==> src/hw/rtl/frcrc_pkg.sv <==
`default_nettype none
package frcrc_pkg;

	localparam int unsigned MAX_PAYLOAD_DEF = 4096;
	localparam int unsigned LEN_W           = 13;
	localparam int unsigned IDX_W           = 12;
	localparam logic [LEN_W-1:0] LEN_RESET  = 13'd512;

	localparam logic [15:0] CRC_POLY = 16'h1021;
	localparam logic [15:0] CRC_INIT = 16'h0000;
	localparam logic [15:0] CRC_MSB  = 16'h8000;

	localparam logic [23:0] HDR_PREFIX = 24'hDDCCBB;
	localparam logic [7:0]  HDR_LAST   = 8'hAA;

	typedef enum logic [1:0] {
		PHASE_HUNT    = 2'd0,
		PHASE_PAYLOAD = 2'd1,
		PHASE_TRAILER = 2'd2
	} phase_t;

	typedef enum logic [1:0] {
		ST_GOOD       = 2'd0,
		ST_FOOTER_BAD = 2'd1,
		ST_CRC_BAD    = 2'd2
	} status_t;

	typedef struct packed {
		logic [7:0] rx_byte;
	} rx_item_t;

	typedef struct packed {
		logic             payload_valid;
		logic [7:0]       payload_byte;
		logic [IDX_W-1:0] payload_index;
		logic             frame_end;
		logic [1:0]       frame_status;
	} res_item_t;

	// CRC-16/XMODEM over one byte, MSB first
	function automatic logic [15:0] crc16_byte(input logic [15:0] crc, input logic [7:0] b);
		logic [15:0] c;
		c = crc ^ {b, 8'h00};
		for (int i = 0; i < 8; i++) begin
			if ((c & CRC_MSB) != 16'h0000)
				c = {c[14:0], 1'b0} ^ CRC_POLY;
			else
				c = {c[14:0], 1'b0};
		end
		return c;
	endfunction

	// footer AA BB CC DD
	function automatic logic [7:0] footer_byte(input logic [1:0] k);
		logic [7:0] f;
		case (k)
			2'd0:    f = 8'hAA;
			2'd1:    f = 8'hBB;
			2'd2:    f = 8'hCC;
			default: f = 8'hDD;
		endcase
		return f;
	endfunction

endpackage
`default_nettype wire

==> src/hw/rtl/frcrc_stream_if.sv <==
`default_nettype none
interface frcrc_stream_if #(
	parameter type T = logic [7:0]
);
	logic valid;
	logic ready;
	T     data;

	modport source (output valid, output data, input ready);
	modport sink   (input valid, input data, output ready);
endinterface
`default_nettype wire

==> src/hw/rtl/frame_receiver_crc16_check.sv <==
// Frame receiver with CRC-16/XMODEM check.
// rx: one received serial byte per transaction (valid/ready).
// res: exactly one result per received byte, in order: payload bytes with
//   their index, and on the last footer byte frame_end with a status
//   (good, footer mismatch, CRC mismatch). The consumer drops bad frames.
// cfg_wr_en/cfg_wr_data: payload length per frame, written while idle;
//   values above MAX_PAYLOAD act as MAX_PAYLOAD.
// Path: an accepted byte enters the input register, and its result then
//   passes to the result register, which drives res.
// Throughput: one byte per cycle unless res stalls; the header/CRC/footer
//   update is one byte-wide step between the two registers.
// A stalled res holds its result; rx keeps taking bytes until both
//   registers are full, then drops ready.
// Reset: both registers empty, hunting for the header, length 512.
`default_nettype none
module frame_receiver_crc16_check #(
	parameter int unsigned MAX_PAYLOAD = frcrc_pkg::MAX_PAYLOAD_DEF
) (
	input  wire logic                            clk,
	input  wire logic                            arst_n,
	frcrc_stream_if.sink                         rx,
	frcrc_stream_if.source                       res,
	input  wire logic                            cfg_wr_en,
	input  wire logic [frcrc_pkg::LEN_W-1:0]     cfg_wr_data
);
	localparam int unsigned LW = ($clog2(MAX_PAYLOAD + 1) > frcrc_pkg::LEN_W) ?
		$clog2(MAX_PAYLOAD + 1) : frcrc_pkg::LEN_W;
	localparam logic [LW-1:0] MAX_LEN = LW'(MAX_PAYLOAD);

	logic [frcrc_pkg::LEN_W-1:0] len_q;
	logic [LW-1:0]               len_ext;
	logic [LW-1:0]               len_eff;
	logic                        v_s1;
	logic [7:0]                  byte_s1;
	logic                        v_s2;
	frcrc_pkg::res_item_t        res_s2;
	frcrc_pkg::res_item_t        res_next;
	logic                        adv;
	frcrc_pkg::rx_item_t         rx_item;

	assign rx_item = rx.data;
	assign len_ext = LW'(len_q);
	assign len_eff = (len_ext > MAX_LEN) ? MAX_LEN : len_ext;

	always_ff @(posedge clk or negedge arst_n) begin
		if (!arst_n)
			len_q <= frcrc_pkg::LEN_RESET;
		else if (cfg_wr_en)
			len_q <= cfg_wr_data;
	end

	// advance s1 into s2 when s2 is empty or being drained
	assign adv      = v_s1 && (!v_s2 || res.ready);
	assign rx.ready = !v_s1 || adv;

	always_ff @(posedge clk or negedge arst_n) begin
		if (!arst_n) begin
			v_s1 <= 1'b0;
			v_s2 <= 1'b0;
		end else begin
			if (rx.ready)
				v_s1 <= rx.valid;
			if (adv)
				v_s2 <= 1'b1;
			else if (res.ready)
				v_s2 <= 1'b0;
		end
	end

	always_ff @(posedge clk) begin
		if (rx.valid && rx.ready)
			byte_s1 <= rx_item.rx_byte;
		if (adv)
			res_s2 <= res_next;
	end

	frcrc_deframer #(
		.MAX_PAYLOAD (MAX_PAYLOAD),
		.LW          (LW)
	) u_deframer (
		.clk     (clk),
		.arst_n  (arst_n),
		.step    (adv),
		.rx_byte (byte_s1),
		.len     (len_eff),
		.res     (res_next)
	);

	assign res.valid = v_s2;
	assign res.data  = res_s2;
endmodule
`default_nettype wire

==> src/hw/rtl/frcrc_deframer.sv <==
`default_nettype none
module frcrc_deframer #(
	parameter int unsigned MAX_PAYLOAD = frcrc_pkg::MAX_PAYLOAD_DEF,
	parameter int unsigned LW = ($clog2(MAX_PAYLOAD + 1) > frcrc_pkg::LEN_W) ?
		$clog2(MAX_PAYLOAD + 1) : frcrc_pkg::LEN_W
) (
	input  wire logic                 clk,
	input  wire logic                 arst_n,
	input  wire logic                 step,
	input  wire logic [7:0]           rx_byte,
	input  wire logic [LW-1:0]        len,
	output frcrc_pkg::res_item_t      res
);
	localparam int unsigned CW = $clog2(MAX_PAYLOAD);
	localparam int unsigned XW = CW + frcrc_pkg::IDX_W;

	frcrc_pkg::phase_t phase_q, phase_d;
	logic [23:0]   window_q, window_d;
	logic [CW-1:0] cnt_q, cnt_d;
	logic [15:0]   crc_q, crc_d;
	logic [7:0]    crc_lo_q, crc_lo_d;
	logic          good_q, good_d;
	logic [XW-1:0] cnt_wide;
	logic [LW-1:0] cnt_next;
	logic [1:0]    foot_k;

	assign cnt_wide = {{frcrc_pkg::IDX_W{1'b0}}, cnt_q};
	assign cnt_next = LW'(cnt_q) + LW'(1);
	assign foot_k   = cnt_q[1:0] - 2'd2;

	always_ff @(posedge clk or negedge arst_n) begin
		if (!arst_n) begin
			phase_q  <= frcrc_pkg::PHASE_HUNT;
			window_q <= '0;
			cnt_q    <= '0;
			crc_q    <= frcrc_pkg::CRC_INIT;
			crc_lo_q <= '0;
			good_q   <= 1'b1;
		end else if (step) begin
			phase_q  <= phase_d;
			window_q <= window_d;
			cnt_q    <= cnt_d;
			crc_q    <= crc_d;
			crc_lo_q <= crc_lo_d;
			good_q   <= good_d;
		end
	end

	always_comb begin
		phase_d  = phase_q;
		window_d = window_q;
		cnt_d    = cnt_q;
		crc_d    = crc_q;
		crc_lo_d = crc_lo_q;
		good_d   = good_q;
		res      = '0;
		case (phase_q)
			frcrc_pkg::PHASE_PAYLOAD: begin
				res.payload_valid = 1'b1;
				res.payload_byte  = rx_byte;
				res.payload_index = cnt_wide[frcrc_pkg::IDX_W-1:0];
				crc_d = frcrc_pkg::crc16_byte(crc_q, rx_byte);
				if (cnt_next >= len) begin
					phase_d = frcrc_pkg::PHASE_TRAILER;
					cnt_d   = '0;
				end else begin
					cnt_d = cnt_q + CW'(1);
				end
			end
			frcrc_pkg::PHASE_TRAILER: begin
				if (cnt_q == CW'(0))
					crc_lo_d = rx_byte;
				else if (cnt_q == CW'(1))
					crc_d = crc_q ^ {rx_byte, crc_lo_q};
				else if (rx_byte != frcrc_pkg::footer_byte(foot_k))
					good_d = 1'b0;
				if (cnt_q >= CW'(5)) begin
					res.frame_end = 1'b1;
					// footer mismatch wins over CRC mismatch
					if (!good_d)
						res.frame_status = frcrc_pkg::ST_FOOTER_BAD;
					else if (crc_q != 16'h0000)
						res.frame_status = frcrc_pkg::ST_CRC_BAD;
					else
						res.frame_status = frcrc_pkg::ST_GOOD;
					phase_d  = frcrc_pkg::PHASE_HUNT;
					window_d = '0;
					cnt_d    = '0;
				end else begin
					cnt_d = cnt_q + CW'(1);
				end
			end
			default: begin
				phase_d = frcrc_pkg::PHASE_HUNT;
				if (window_q == frcrc_pkg::HDR_PREFIX && rx_byte == frcrc_pkg::HDR_LAST) begin
					window_d = '0;
					cnt_d    = '0;
					crc_d    = frcrc_pkg::CRC_INIT;
					crc_lo_d = '0;
					good_d   = 1'b1;
					phase_d  = (len == '0) ? frcrc_pkg::PHASE_TRAILER :
						frcrc_pkg::PHASE_PAYLOAD;
				end else begin
					window_d = {window_q[15:0], rx_byte};
				end
			end
		endcase
	end
endmodule
`default_nettype wire

==> src/flat_wrapper.sv <==
// flat-port wrapper written by rule: the top's interface ports become plain ports
module frame_receiver_crc16_check_flat 
#(
	parameter int unsigned MAX_PAYLOAD = frcrc_pkg::MAX_PAYLOAD_DEF
)
  (clk, arst_n, cfg_wr_en, cfg_wr_data, rx_valid, rx_data, rx_ready, res_valid, res_data, res_ready);
  frcrc_stream_if rx_i ();
  frcrc_stream_if res_i ();
  input  wire logic clk;
  input  wire logic arst_n;
  input  wire logic cfg_wr_en;
  input  wire logic [frcrc_pkg::LEN_W-1:0] cfg_wr_data;
  input wire logic [$bits(rx_i.valid)-1:0] rx_valid;
  input wire logic [$bits(rx_i.data)-1:0] rx_data;
  output wire logic [$bits(rx_i.ready)-1:0] rx_ready;
  output wire logic [$bits(res_i.valid)-1:0] res_valid;
  output wire logic [$bits(res_i.data)-1:0] res_data;
  input wire logic [$bits(res_i.ready)-1:0] res_ready;
  assign rx_i.valid = rx_valid;
  assign rx_i.data = rx_data;
  assign rx_ready = rx_i.ready;
  assign res_valid = res_i.valid;
  assign res_data = res_i.data;
  assign res_i.ready = res_ready;
  frame_receiver_crc16_check #(.MAX_PAYLOAD(MAX_PAYLOAD)) u_core (.clk(clk), .arst_n(arst_n), .rx(rx_i), .res(res_i), .cfg_wr_en(cfg_wr_en), .cfg_wr_data(cfg_wr_data));
endmodule
==> config.mk <==
export PLATFORM = sky130hd
export DESIGN_NAME = frame_receiver_crc16_check_flat
export DESIGN_NICKNAME = d
export VERILOG_FILES = /design/src/hw/rtl/frcrc_pkg.sv /design/src/hw/rtl/frcrc_stream_if.sv /design/src/hw/rtl/frame_receiver_crc16_check.sv /design/src/hw/rtl/frcrc_deframer.sv /design/src/flat_wrapper.sv
export SDC_FILE = /design/constraint.sdc
export NUM_CORES = 1
export LEC_CHECK = 0
export BUFFER_PORTS_ARGS = -buffer_cell sky130_fd_sc_hd__buf_2
export CAP_MARGIN = 5
export CORE_MARGIN = 1
export CORE_UTILIZATION = 45
export CTS_CLUSTER_SIZE = 40
export DETAILED_ROUTE_END_ITERATION = 10
export SYNTH_ARGS = -nofsm -noshare
export SYNTH_HDL_FRONTEND = slang
export SYNTH_SLANG_ARGS = --single-unit
export TNS_END_PERCENT = 100
==> constraint.sdc <==
create_clock -name clk -period 3.2 [get_ports clk]
set_input_delay 0.32 -clock clk [delete_from_list [all_inputs] [get_ports clk]]
set_output_delay 0.32 -clock clk [all_outputs]
set_load 0.01 [all_outputs]
Word-level counts from Yosys, hierarchy flattened:

Index checks and enable logic that the tools add are counted.

* register bits: 94
* bits in latches: 0
* RAM bits: 0
* memory bits (read-only): 0
* input port bits: 26
* output and inout port bits: 10
* logic and storage cells: 116
* memories kept: 0

* add/subtract/negate cells: 3
* multipliers: 0
* divide/modulo/power cells: 0
* magnitude comparators: 3
* equal/unequal tests: 13
* shifts and indexed selects: 0
* mux-type cells: 50
* bitwise operators: 11
* reduce and logical (&&, ||, !) cells: 22

Operators by type and width (count)
* $mux W16: 10
* $mux W13: 9
* $mux W24: 2
* $pmux W24 S2: 1
* $mux W8: 5
* $mux W12: 3
* $pmux W16 S2: 1
* $xor A16 B16 Y16: 2
* $eq A24 B24 Y1 const B: 1
* $not A3 Y3: 8
* $pmux W12 S2: 1
* $pmux W7 S3: 1
* $pmux W8 S2: 1
* $reduce_bool A16 Y1: 1
* $add A12 B1 Y13 const B: 1
* $ge A13 B13 Y1: 1
* $gt A13 B13 Y1 const B: 1
* $logic_not A13 Y1: 1
* $add A12 B1 Y12 const B: 1
* $eq A12 B1 Y1 const B: 1
* $ge A12 B3 Y1 const B: 1
* $logic_not A12 Y1: 1
* $mux W2: 6
* $reduce_and A3 Y1: 4
* other kinds (19): 38

Depth between registers and ports, before layout:

Gate-level depths: netlist (run 1).

* depth in word-level cells: 25
* mapped depth: 16
* depth with buffers taken out: 14

Hierarchy:

Synthesis (run 1) repeated with hierarchy kept, for this count alone.

* cells, all modules: 507
* area total of the unflattened synthesis: 5295.1 sq um

Modules (own cells, without submodules)
* frcrc_deframer: instances 1, cells each 442, area each 4120.2 sq um, seq. area each 1577.8 sq um
* frame_receiver_crc16_check: instances 1, cells each 65, area each 1174.9 sq um, seq. area each 857.1 sq um

Worst setup path after synthesis (run 1):

No wires, ideal clock.

* path type: reg2reg
* from: register u_core.u_deframer.cnt_q[0]
* to: register u_core.u_deframer.cnt_q[6]
* library setup time: 0.126 ns
* arrival time: 3.111 ns
* path slack: -0.037 ns
* cell stages (with the launch flop): 17
* buffers on the path: 2
* period minus slack after synthesis: 3.237 ns
* cell sequence: dfrtp_1 > ha_1 > clkbuf_2 > and3_1 > nand3_1 > or2_1 > clkbuf_1 > nor2_1 > xnor2_1 > inv_1 > ha_1 > nand4_1 > nand3b_1 > o32ai_1 > a32oi_2 > nor2_4 > a221o_1

* longest elaborated chain between the ends: 4

RTL lines
* start, declared: line frcrc_deframer.sv:19 `logic [CW-1:0] cnt_q, cnt_d;`
* start signal, assigned: line frcrc_deframer.sv:42 `cnt_q <= cnt_d;`
* $add A12 B1 Y13: line frcrc_deframer.sv:28 `assign cnt_next = LW'(cnt_q) + LW'(1);`
* $ge A13 B13 Y1: line frcrc_deframer.sv:63 `if (cnt_next >= len) begin`
* $mux W12: line frcrc_deframer.sv:63
* $pmux W12 S2 *: line frcrc_deframer.sv:57 `case (phase_q)`

Every way passes the cells marked *; elsewhere a longest branch is shown, timed or not.
A chain may end at the register's enable or synchronous reset.

Worst setup path in the final report (run 1):

* from: register u_core.u_deframer.cnt_q[1]
* to: register u_core.u_deframer.phase_q[1]

* longest elaborated chain between the ends: 4

RTL lines
* $add A12 B1 Y13: line frcrc_deframer.sv:28
* $ge A13 B13 Y1: line frcrc_deframer.sv:63
* $ne A2 B2 Y1 (no line)
* $reduce_and A3 Y1 (no line) *
* end signal, assigned: line frcrc_deframer.sv:33 `phase_q <= frcrc_pkg::PHASE_HUNT;`
* end signal, assigned: line frcrc_deframer.sv:40 `phase_q <= phase_d;`
* end, declared: line frcrc_deframer.sv:17 `frcrc_pkg::phase_t phase_q, phase_d;`

Marked as above.

==> flow_metrics.tcl, run 1 <==
set metrics [dict create \
    status "complete, no violations" \
    yosys-top-cells-area "dfrtp_1 (38%), edfxtp_1 (9.6%), a22o_1 (6.7%), ha_1 (5.0%), o21ai_0 (3.8%)" \
    clockPowerShare 0.243 \
    vias_per_cell 5.61 \
    hpwl_um 7600 \
    swShare 0.335 \
    maxSlewHeadroom 0.205 \
    rows 38 \
    power_frac_comb 0.272 \
    ant_nets 0 \
    ctsHoldBuffers 0 \
    hold_viol_final 0 \
    ir_worst_vdd_mv 0.329 \
    fmax_mhz 333 \
    cp.arrival_ns 3.25 \
    diodes 0 \
    fill_cells 990 \
    wl_um 10800 \
    start_util 0.460 \
    drive_gt1_frac 0.192 \
    cp-start-kind "flop" \
    wl_per_cell_um 16.4 \
    cts_root_buffer "clkbuf_8" \
    grt_start_max_net_pins 79 \
    synth-main-ff-cell "dfrtp_1" \
    drc 0 \
    htree_levels 3 \
    ys_seq_elements 94 \
    worstPathRequired_ns 3.45 \
    whs_ns 0.0882 \
    die_area_mm2 0.0115 \
    reg2reg_to "u_core.u_deframer.phase_q[1]" \
    skew_ns 0.0117 \
    yosys.area.top_type "dfrtp_1" \
    final_max_slew_viol_count 0 \
    yosysMostFrequentCell "dfrtp_1" \
    finalNetCount 556 \
    synthCells 472 \
    fp.dieW_um 107 \
    p_per_area_mw_per_mm2 602 \
    synth_top_area_frac 0.381 \
    ff2ff_setup_slack_ns 0.20 \
    crit_type "reg2reg" \
    synth_commonest_cells "dfrtp_1 (76), a22o_1 (38), o21ai_0 (38), nor2_1 (34), nand2_1 (26)" \
    area_growth_pct 12.4 \
    yosysSeqAreaShare 0.488 \
    vias 3675 \
    grt_overflow 0 \
    reg2reg_depth 13 \
    dr.pass1.iters 5 \
    switchingPower_w 0.00113 \
    leakage_nw 2.43 \
    internal_power_w 0.00224 \
    grt_pass1_wl_um 17800 \
    drt_iter0_drc 190 \
    synth_edf_count 16 \
    async_reset_ff_frac 0.830 \
    setup_violations 0 \
    cts.sinks 94 \
    endpoint_kind "flop" \
    cp_max_fo 4 \
    io_pins 36 \
    syn-num-nets 518 \
    fin_crit_ns 3.00 \
    hp-class "in2async" \
    timing.rr.start "u_core.u_deframer.cnt_q[1]" \
    core-area_mm2 0.0108 \
    cts_tree "built" \
    syn_area_per_cell_um2 10.6 \
    final_core_util 0.517 \
    ys_types 55 \
    p_seq_frac 0.485 \
    insertion_delay_ns 0.36 \
    portBuffers 35 \
    synth_area_mm2 0.00499 \
    clk_pin_slew_ns 0.10 \
    finalCritPeriodShare 0.938 \
    cap_violations 0 \
    grt_pass1_vias 3392 \
    place_congestion 0.847 \
    track_usage 0.201 \
    numCtsBuffers 9 \
    cts_buffer_depth 2 \
    antenna_found_initial 0 \
    die_h_um 107 \
    tightest_slew_ns 1.19 \
    yosysWarningCount 0 \
]
## worst max-delay path by stage
stage / from / endpoint / slack, ns / depth (start not counted)
2_1_floorplan: u_core.u_deframer.cnt_q[0] / u_core.u_deframer.cnt_q[6] / 0.004 / 16
6_report: u_core.u_deframer.cnt_q[1] / u_core.u_deframer.phase_q[1] / 0.20 / 13
4_1_cts: u_core.u_deframer.cnt_q[1] / u_core.u_deframer.cnt_q[8] / 0.15 / 14
3_5_place_dp: u_core.u_deframer.cnt_q[0] / u_core.u_deframer.cnt_q[8] / 0.17 / 14
3_3_place_gp: u_core.u_deframer.cnt_q[0] / u_core.u_deframer.cnt_q[6] / 0.23 / 14
5_1_grt: u_core.u_deframer.cnt_q[1] / u_core.u_deframer.cnt_q[11] / -0.005 / 16
## placed cells by master, fill, tap and decap left out, drive strengths merged, types with 3 or more instances in the layout
master	count
edfxtp	16
nor4	11
nor3b	16
dfrtp	76
nand3	12
nor2	35
nand2b	4
nor3	7
nand2	26
and4b	3
buf	55
and3	4
xnor2	21
nand4	4
or4	3
a21oi	23
clkbuf	9
mux2	14
o211ai	3
o31ai	4
and2	5
o21ai	39
ha	20
a22o	38
xor2	13
nor2b	5
inv	16
## worst max-delay path, cell delays in order, from the launching register on
cell and delay [ns]:
dfrtp_1 0.37, ha_1 0.17, and3_4 0.20, nand3_2 0.11, or2_1 0.27, nor2_1 0.14
xnor2_1 0.16, inv_1 0.07, ha_1 0.29, nand4_1 0.09, nand3b_1 0.15, nor4_1 0.08
a211oi_1 0.40, mux2_2 0.39
## registers in the layout, indices dropped and copies added (netlist names), 2 cells and up
name,count
u_core.byte_s1,8
u_core.len_ext,13
u_core.res.data,8
u_core.u_deframer.cnt_q,12
u_core.u_deframer.crc_lo_q,8
u_core.u_deframer.crc_q,16
u_core.u_deframer.phase_q,2
u_core.u_deframer.window_q,24
## power groups by stage
| stage | Clock, W | Sequential [W] | Combinational (W) |
|---|---|---|---|
| floorplan | 0 | 0.00161 | 0.000669 |
| global placement | 0 | 0.00165 | 0.000901 |
| detailed placement | 0 | 0.00165 | 0.000912 |
| CTS | 0.000846 | 0.00163 | 0.000921 |
| global route | 0.000882 | 0.00166 | 0.00103 |
| finish | 0.000818 | 0.00163 | 0.000918 |
## metrics by stage
stage | area (um2) | TNS [ns] | total power, W | worst slack (ns) | std cells
floorplan | 5000 | 0 | 0.00228 | 0.00448 | 472
detailed placement | 5380 | 0 | 0.00257 | 0.168 | 637
global route | 5600 | -0.00496 | 0.00357 | -0.00496 | 655
finish | 5600 | 0 | 0.00337 | 0.198 | 655
CTS | 5580 | 0 | 0.00340 | 0.146 | 653
global placement | 5380 | 0 | 0.00255 | 0.231 | 637
## area by class of cell
type	instances	area, um2	share of cell area
flip-flops and latches	94	2430	0.434
well taps	140	175	0.0313
clock inverters	7	82.6	0.0147
clock buffers	9	124	0.0221
repair buffers	55	328	0.0585
inverters	14	52.6	0.00938
multi-input cells	336	2410	0.430
## repair_timing
action / in CTS / in global routing
setup endpoints to repair: 0 / 5
gates resized for setup: 0 / 1
setup buffers: 0 / 2
## cell families (layout without fill, tap and decap cells)
family,count (synthesis),count (layout),share of synthesized area
adders and majority gates,20,20,0.0502
AOI/OAI and AO/OA,122,122,0.167
and+or+nand+nor,145,145,0.166
DFF,94,94,0.488
muxes,15,15,0.0336
buffers and inverters,42,85,0.0349
xor gates and xnor gates,34,34,0.0597
## layer usage
metal | vias to the layer above | wire, um | GRT usage
met4 | 0 | 76 | 0.0548
li1 | 1796 | - | -
met2 | 87 | 4600 | 0.285
met5 | - | 0 | 0
met3 | 7 | 432 | 0.0339
met1 | 1785 | 5640 | 0.313
(Power assumes the default switching activity.)
==> inputs of run 2 (changes only) <==
--- a/config.mk
+++ b/config.mk
@@ -11,6 +11,7 @@
 export CORE_UTILIZATION = 45
 export CTS_CLUSTER_SIZE = 40
 export DETAILED_ROUTE_END_ITERATION = 10
+export REMOVE_ABC_BUFFERS = 1
 export SYNTH_ARGS = -nofsm -noshare
 export SYNTH_HDL_FRONTEND = slang
 export SYNTH_SLANG_ARGS = --single-unit
==> run 2 against run 1 <==
Sequential power hardly changed. Die area did not move. Global-route usage grew 1.4 points. Clock-buffer cell count grew 1.
==> flow_metrics.tcl, run 2 (synthesis results as in run 1) <==
set metrics [dict create \
    largest_register "u_core.u_deframer.window_q" \
    antenna_found_initial 0 \
    hold_viol_final 0 \
    hpwl_um 7820 \
    grt_overflow 0 \
    ff2ff_setup_slack_ns 0.17 \
    htree_levels 3 \
    cts_buffer_depth 2 \
    setup_violations 0 \
    largest_register_ffs 24 \
    numCtsBuffers 9 \
    clk_pin_slew_ns 0.10 \
    finalNetCount 556 \
    dp.cells 637 \
    dr.pass1.iters 5 \
    whs_ns 0.0709 \
    status "complete, no violations" \
    area_growth_pct 12.7 \
    fp.dieW_um 107 \
    p_per_area_mw_per_mm2 603 \
    core-area_mm2 0.0108 \
    switchingPower_w 0.00117 \
    worstPathRequired_ns 3.47 \
    grt_pass1_vias 3715 \
    post-place-ws_ns 0.0357 \
    grt_start_max_net_pins 79 \
    cp.arrival_ns 3.30 \
    ir_worst_vdd_mv 0.273 \
    tightest_slew_ns 1.18 \
    insertion_delay_ns 0.38 \
    place_area_mm2 0.00537 \
    setup_ws_ns 0.171 \
    portBuffers 35 \
    fin_crit_ns 3.03 \
    cts_tree "built" \
    io_pins 36 \
    drc 0 \
    swShare 0.344 \
    p_seq_frac 0.485 \
    clockPowerShare 0.242 \
    cp-start-kind "flop" \
    final_cell_mix "dfrtp_1 (76), o21ai_0 (38), a22o_1 (38)" \
    wl_um 11400 \
    die_h_um 107 \
    internal_power_w 0.00222 \
    diodes 0 \
    wl_per_cell_um 17.5 \
    finalNonFillerCells 655 \
    final_max_slew_viol_count 0 \
    vias_per_cell 5.80 \
    vias 3798 \
    rows 38 \
    cp_max_fo 4 \
    drive_gt1_frac 0.194 \
    die_area_mm2 0.0115 \
    reg2reg_to "u_core.u_deframer.cnt_q[6]" \
    start_util 0.460 \
    drt_iter0_drc 281 \
    maxSlewHeadroom 0.207 \
    endpoint_kind "flop" \
    layout_commonest_cell "dfrtp_1" \
    cts.sinks 94 \
    power_frac_comb 0.273 \
    reg2reg_depth 15 \
    skew_ns 0.0186 \
    place_congestion 0.873 \
    leakage_nw 2.43 \
    hp-class "in2async" \
    track_usage 0.215 \
    ctsHoldBuffers 0 \
    crit_type "reg2reg" \
    fmax_mhz 330 \
    finish.instance_area_mm2 0.00562 \
    cts_root_buffer "clkbuf_8" \
    grt_pass1_wl_um 18900 \
    power.total_w 0.00339 \
    finalCritPeriodShare 0.947 \
    ant_nets 0 \
    cap_violations 0 \
    timing.rr.start "u_core.u_deframer.cnt_q[0]" \
]
run 2: worst max-delay path: stages (launching register included):
cell and delay, ns:
dfrtp_1 0.37, ha_2 0.18, and3_4 0.19, nand3_1 0.09, or2_1 0.26, nor2_1 0.13
xnor2_1 0.16, inv_1 0.11, ha_4 0.27, nand4_1 0.08, nand3b_1 0.16, o32ai_2 0.12
a32oi_2 0.30, buf_4 0.20, nor2_1 0.04, a221o_1 0.26
run 2: worst max path at each step:
stage                                           from                          to  slack [ns]  cells after the start
after detailed placement  u_core.u_deframer.cnt_q[0]  u_core.u_deframer.cnt_q[6]        0.04                     14
after CTS                 u_core.u_deframer.cnt_q[0]  u_core.u_deframer.cnt_q[6]        0.15                     15
after global placement    u_core.u_deframer.cnt_q[0]  u_core.u_deframer.cnt_q[6]        0.11                     14
after global routing      u_core.u_deframer.cnt_q[0]  u_core.u_deframer.cnt_q[6]       -0.04                     15
after floorplan           u_core.u_deframer.cnt_q[0]  u_core.u_deframer.cnt_q[8]        0.04                     14
final                     u_core.u_deframer.cnt_q[0]  u_core.u_deframer.cnt_q[6]        0.17                     15
run 2: what timing repair did:
item,CTS,global route
endpoints found under the setup margin,2,8
setup buffers,2,0
endpoints found under the hold margin,0,0
pin swaps,1,2
resized for setup,0,4
run 2: stage by stage:
step | util | setup TNS, ns
after floorplan | - | 0
after global placement | 0.495 | 0
after detailed placement | 0.495 | 0
after CTS | 0.516 | 0
after global routing | 0.518 | -0.0554
final | 0.518 | 0
run 2: routing by layer:
layer / wire length (um) / part of all wire / global-route usage / up-vias
met5: 0 / 0 / 0 / -
met4: 168 / 0.015 / 0.0763 / 0
met3: 612 / 0.053 / 0.0430 / 22
met2: 5060 / 0.44 / 0.310 / 107
met1: 5610 / 0.49 / 0.319 / 1870
li1: - / - / - / 1799
run 2: area by class of cell:
class,count,area (um2)
Fill cell,964,5220
Clock inverter,6,62.6
Inverter,14,52.6
Tap cell,140,175
Clock buffer,10,149
Timing Repair Buffer,55,328
Multi-Input combinational cell,336,2420
Sequential cell,94,2430
run 2: power groups by stage:
stage | sequential, W | combinational, W | clock (W)
floorplan | 0.00162 | 0.000638 | 0
global placement | 0.00165 | 0.000900 | 0
detailed placement | 0.00166 | 0.000916 | 0
CTS | 0.00164 | 0.000927 | 0.000837
global route | 0.00167 | 0.00104 | 0.000893
finish | 0.00164 | 0.000927 | 0.000820
==> inputs of run 3 (changes only) <==
--- a/config.mk
+++ b/config.mk
@@ -11,6 +11,7 @@
 export CORE_UTILIZATION = 45
 export CTS_CLUSTER_SIZE = 40
 export DETAILED_ROUTE_END_ITERATION = 10
+export RECOVER_POWER = 25
 export REMOVE_ABC_BUFFERS = 1
 export SYNTH_ARGS = -nofsm -noshare
 export SYNTH_HDL_FRONTEND = slang
==> constraint.sdc (replaced) <==
create_clock -name clk -period 3.02 [get_ports clk]
set_input_delay 0.302 -clock clk [delete_from_list [all_inputs] [get_ports clk]]
set_output_delay 0.302 -clock clk [all_outputs]
set_load 0.01 [all_outputs]
==> run 3 against run 2 <==
The flow now finishes with violations (capacitance limit, slew limit). Clock power fell by 2%. Sequential power rose by 6%. Utilization rose by 0.39 points. Total power rose by 3.7%. Clock skew fell by 0.010 ns. Critical path depth did not move. Via count barely moved. Die area did not move. Critical endpoint unchanged. Largest power group unchanged. Highest routed layer unchanged.
==> flow_metrics.tcl, run 3 (synthesis results as in run 1) <==
set metrics [dict create \
    status "complete, but fails checks" \
    violations "capacitance limit, slew limit" \
    area_growth_pct 13.6 \
    die_area_mm2 0.0115 \
    insertion_delay_ns 0.39 \
    finalNetCount 562 \
    worstPathRequired_ns 3.30 \
    whs_ns 0.0840 \
    finalCritPeriodShare 0.960 \
    numCtsBuffers 9 \
    cap_violations 1 \
    dr.pass1.iters 5 \
    skew_ns 0.00827 \
    grt_pass1_wl_um 18000 \
    rows 38 \
    htree_levels 3 \
    vias_per_cell 5.74 \
    grt_pass1_vias 3413 \
    cp-start-kind "flop" \
    fp.dieW_um 107 \
    final_max_slew_viol_count 79 \
    hpwl_um 7730 \
    maxSlewHeadroom -0.323 \
    cts_tree "built" \
    rsz0062_at_grt "true" \
    drive_gt1_frac 0.219 \
    crit_type "reg2reg" \
    grt_start_max_net_pins 79 \
    portBuffers 35 \
    leakage_nw 2.45 \
    ctsHoldBuffers 0 \
    track_usage 0.209 \
    diodes 0 \
    grt_util_met3 0.0454 \
    core-area_mm2 0.0108 \
    cp.arrival_ns 3.18 \
    met2_usage 0.290 \
    post-place-ws_ns 0.0116 \
    setup_violations 0 \
    ir_worst_vdd_mv 0.354 \
    largest_register "u_core.u_deframer.window_q" \
    grt_overflow 0 \
    endpoint_kind "flop" \
    hold_viol_final 0 \
    final_cell_mix "dfrtp_1 (75), o21ai_0 (38), a22o_1 (38)" \
    drt_iter0_drc 255 \
    io_pins 36 \
    hp-class "in2reg" \
    fmax_mhz 345 \
    start_util 0.460 \
    place_congestion 0.850 \
    largest_register_ffs 24 \
    layout_commonest_cell "dfrtp_1" \
    drc 0 \
    fin_crit_ns 2.90 \
    fill_cells 1012 \
    cp_max_fo 4 \
    grt.busiest_layer "met1" \
    die_h_um 107 \
    setup_ws_ns 0.119 \
    antenna_found_initial 0 \
    cts_buffer_depth 2 \
    gr-usage-met1 0.314 \
    ant_nets 0 \
    vias 3797 \
    p_per_area_mw_per_mm2 621 \
    wl_um 11200 \
    clk_pin_slew_ns 0.10 \
    tightest_slew_ns 1.98 \
    wl_per_cell_um 17.0 \
    cts_root_buffer "clkbuf_8" \
    cts.sinks 94 \
]
## run 3: cell types whose count changed in the layout (fill, tap and decap cells not counted), sizes merged
cell    before  now
buf         55   60
clkinv       3    4
## run 3: worst paths after layout
kind | cells after the start | slack [ns] | from | endpoint
setup / recovery | 15 | 0.12 | u_core.u_deframer.cnt_q[1] | u_core.u_deframer.cnt_q[6]
hold / removal | 1 | 0.08 | rx_data[4] | u_core.byte_s1[4]
setup reg to reg | 15 | 0.12 | u_core.u_deframer.cnt_q[1] | u_core.u_deframer.cnt_q[6]
hold reg to reg | 1 | 0.50 | u_core.v_s1 | u_core.res.valid
max in group asynchronous | 1 | 1.33 | arst_n | u_core.u_deframer.cnt_q[4]
min in group asynchronous | 1 | 0.43 | arst_n | u_core.u_deframer.cnt_q[7]
## run 3: final cells by class
cell class / count / area (um2) / area share
clock inverter: 7 / 56.3 / 0.00994
tap: 140 / 175 / 0.0309
sequential: 94 / 2440 / 0.430
multi-input combinational: 336 / 2450 / 0.432
timing repair buffer: 61 / 370 / 0.0654
clock buffer: 9 / 124 / 0.0219
inverter: 14 / 52.6 / 0.00928
## run 3: report_power, final
part           switching [W]  total [W]  internal, W
Clock               0.000493   0.000804     0.000311
Combinational       0.000513   0.000977     0.000464
Sequential          0.000215    0.00174      0.00152
## run 3: routing by layer
layer | part of all wire | vias to the layer above
li1 | - | 1804
met4 | 0.017 | 0
met1 | 0.50 | 1869
met3 | 0.051 | 15
met2 | 0.43 | 109
met5 | 0 | -
## run 3: worst max-delay path, cell delays in order (launching register included)
cell and delay (ns):
dfrtp_1 0.36, ha_2 0.18, and3_4 0.19, nand3_2 0.07, or2_1 0.24, nor2_2 0.17
xnor2_2 0.15, inv_2 0.06, ha_4 0.27, nand4_1 0.07, nand3b_1 0.15, o32ai_2 0.10
a32oi_2 0.32, buf_4 0.19, nor2_2 0.03, a221o_1 0.24
## run 3: what timing repair did
action / CTS / global route
setup buffers: 2 / 0
setup endpoints to repair: 4 / 14
pin swaps: 2 / 10
gates resized for setup: 0 / 13
## run 3: stage by stage
step	setup TNS, ns	cell area, um2	total power, W	utilization	std cells
3_5_place_dp	0	5410	0.00273	0.499	643
5_1_grt	-0.0877	5660	0.00373	0.522	661
2_1_floorplan	-0.729	4860	0.00240	-	444
3_3_place_gp	0	5410	0.00270	0.499	643
6_report	0	5660	0.00352	0.522	661
4_1_cts	0	5610	0.00353	0.517	661
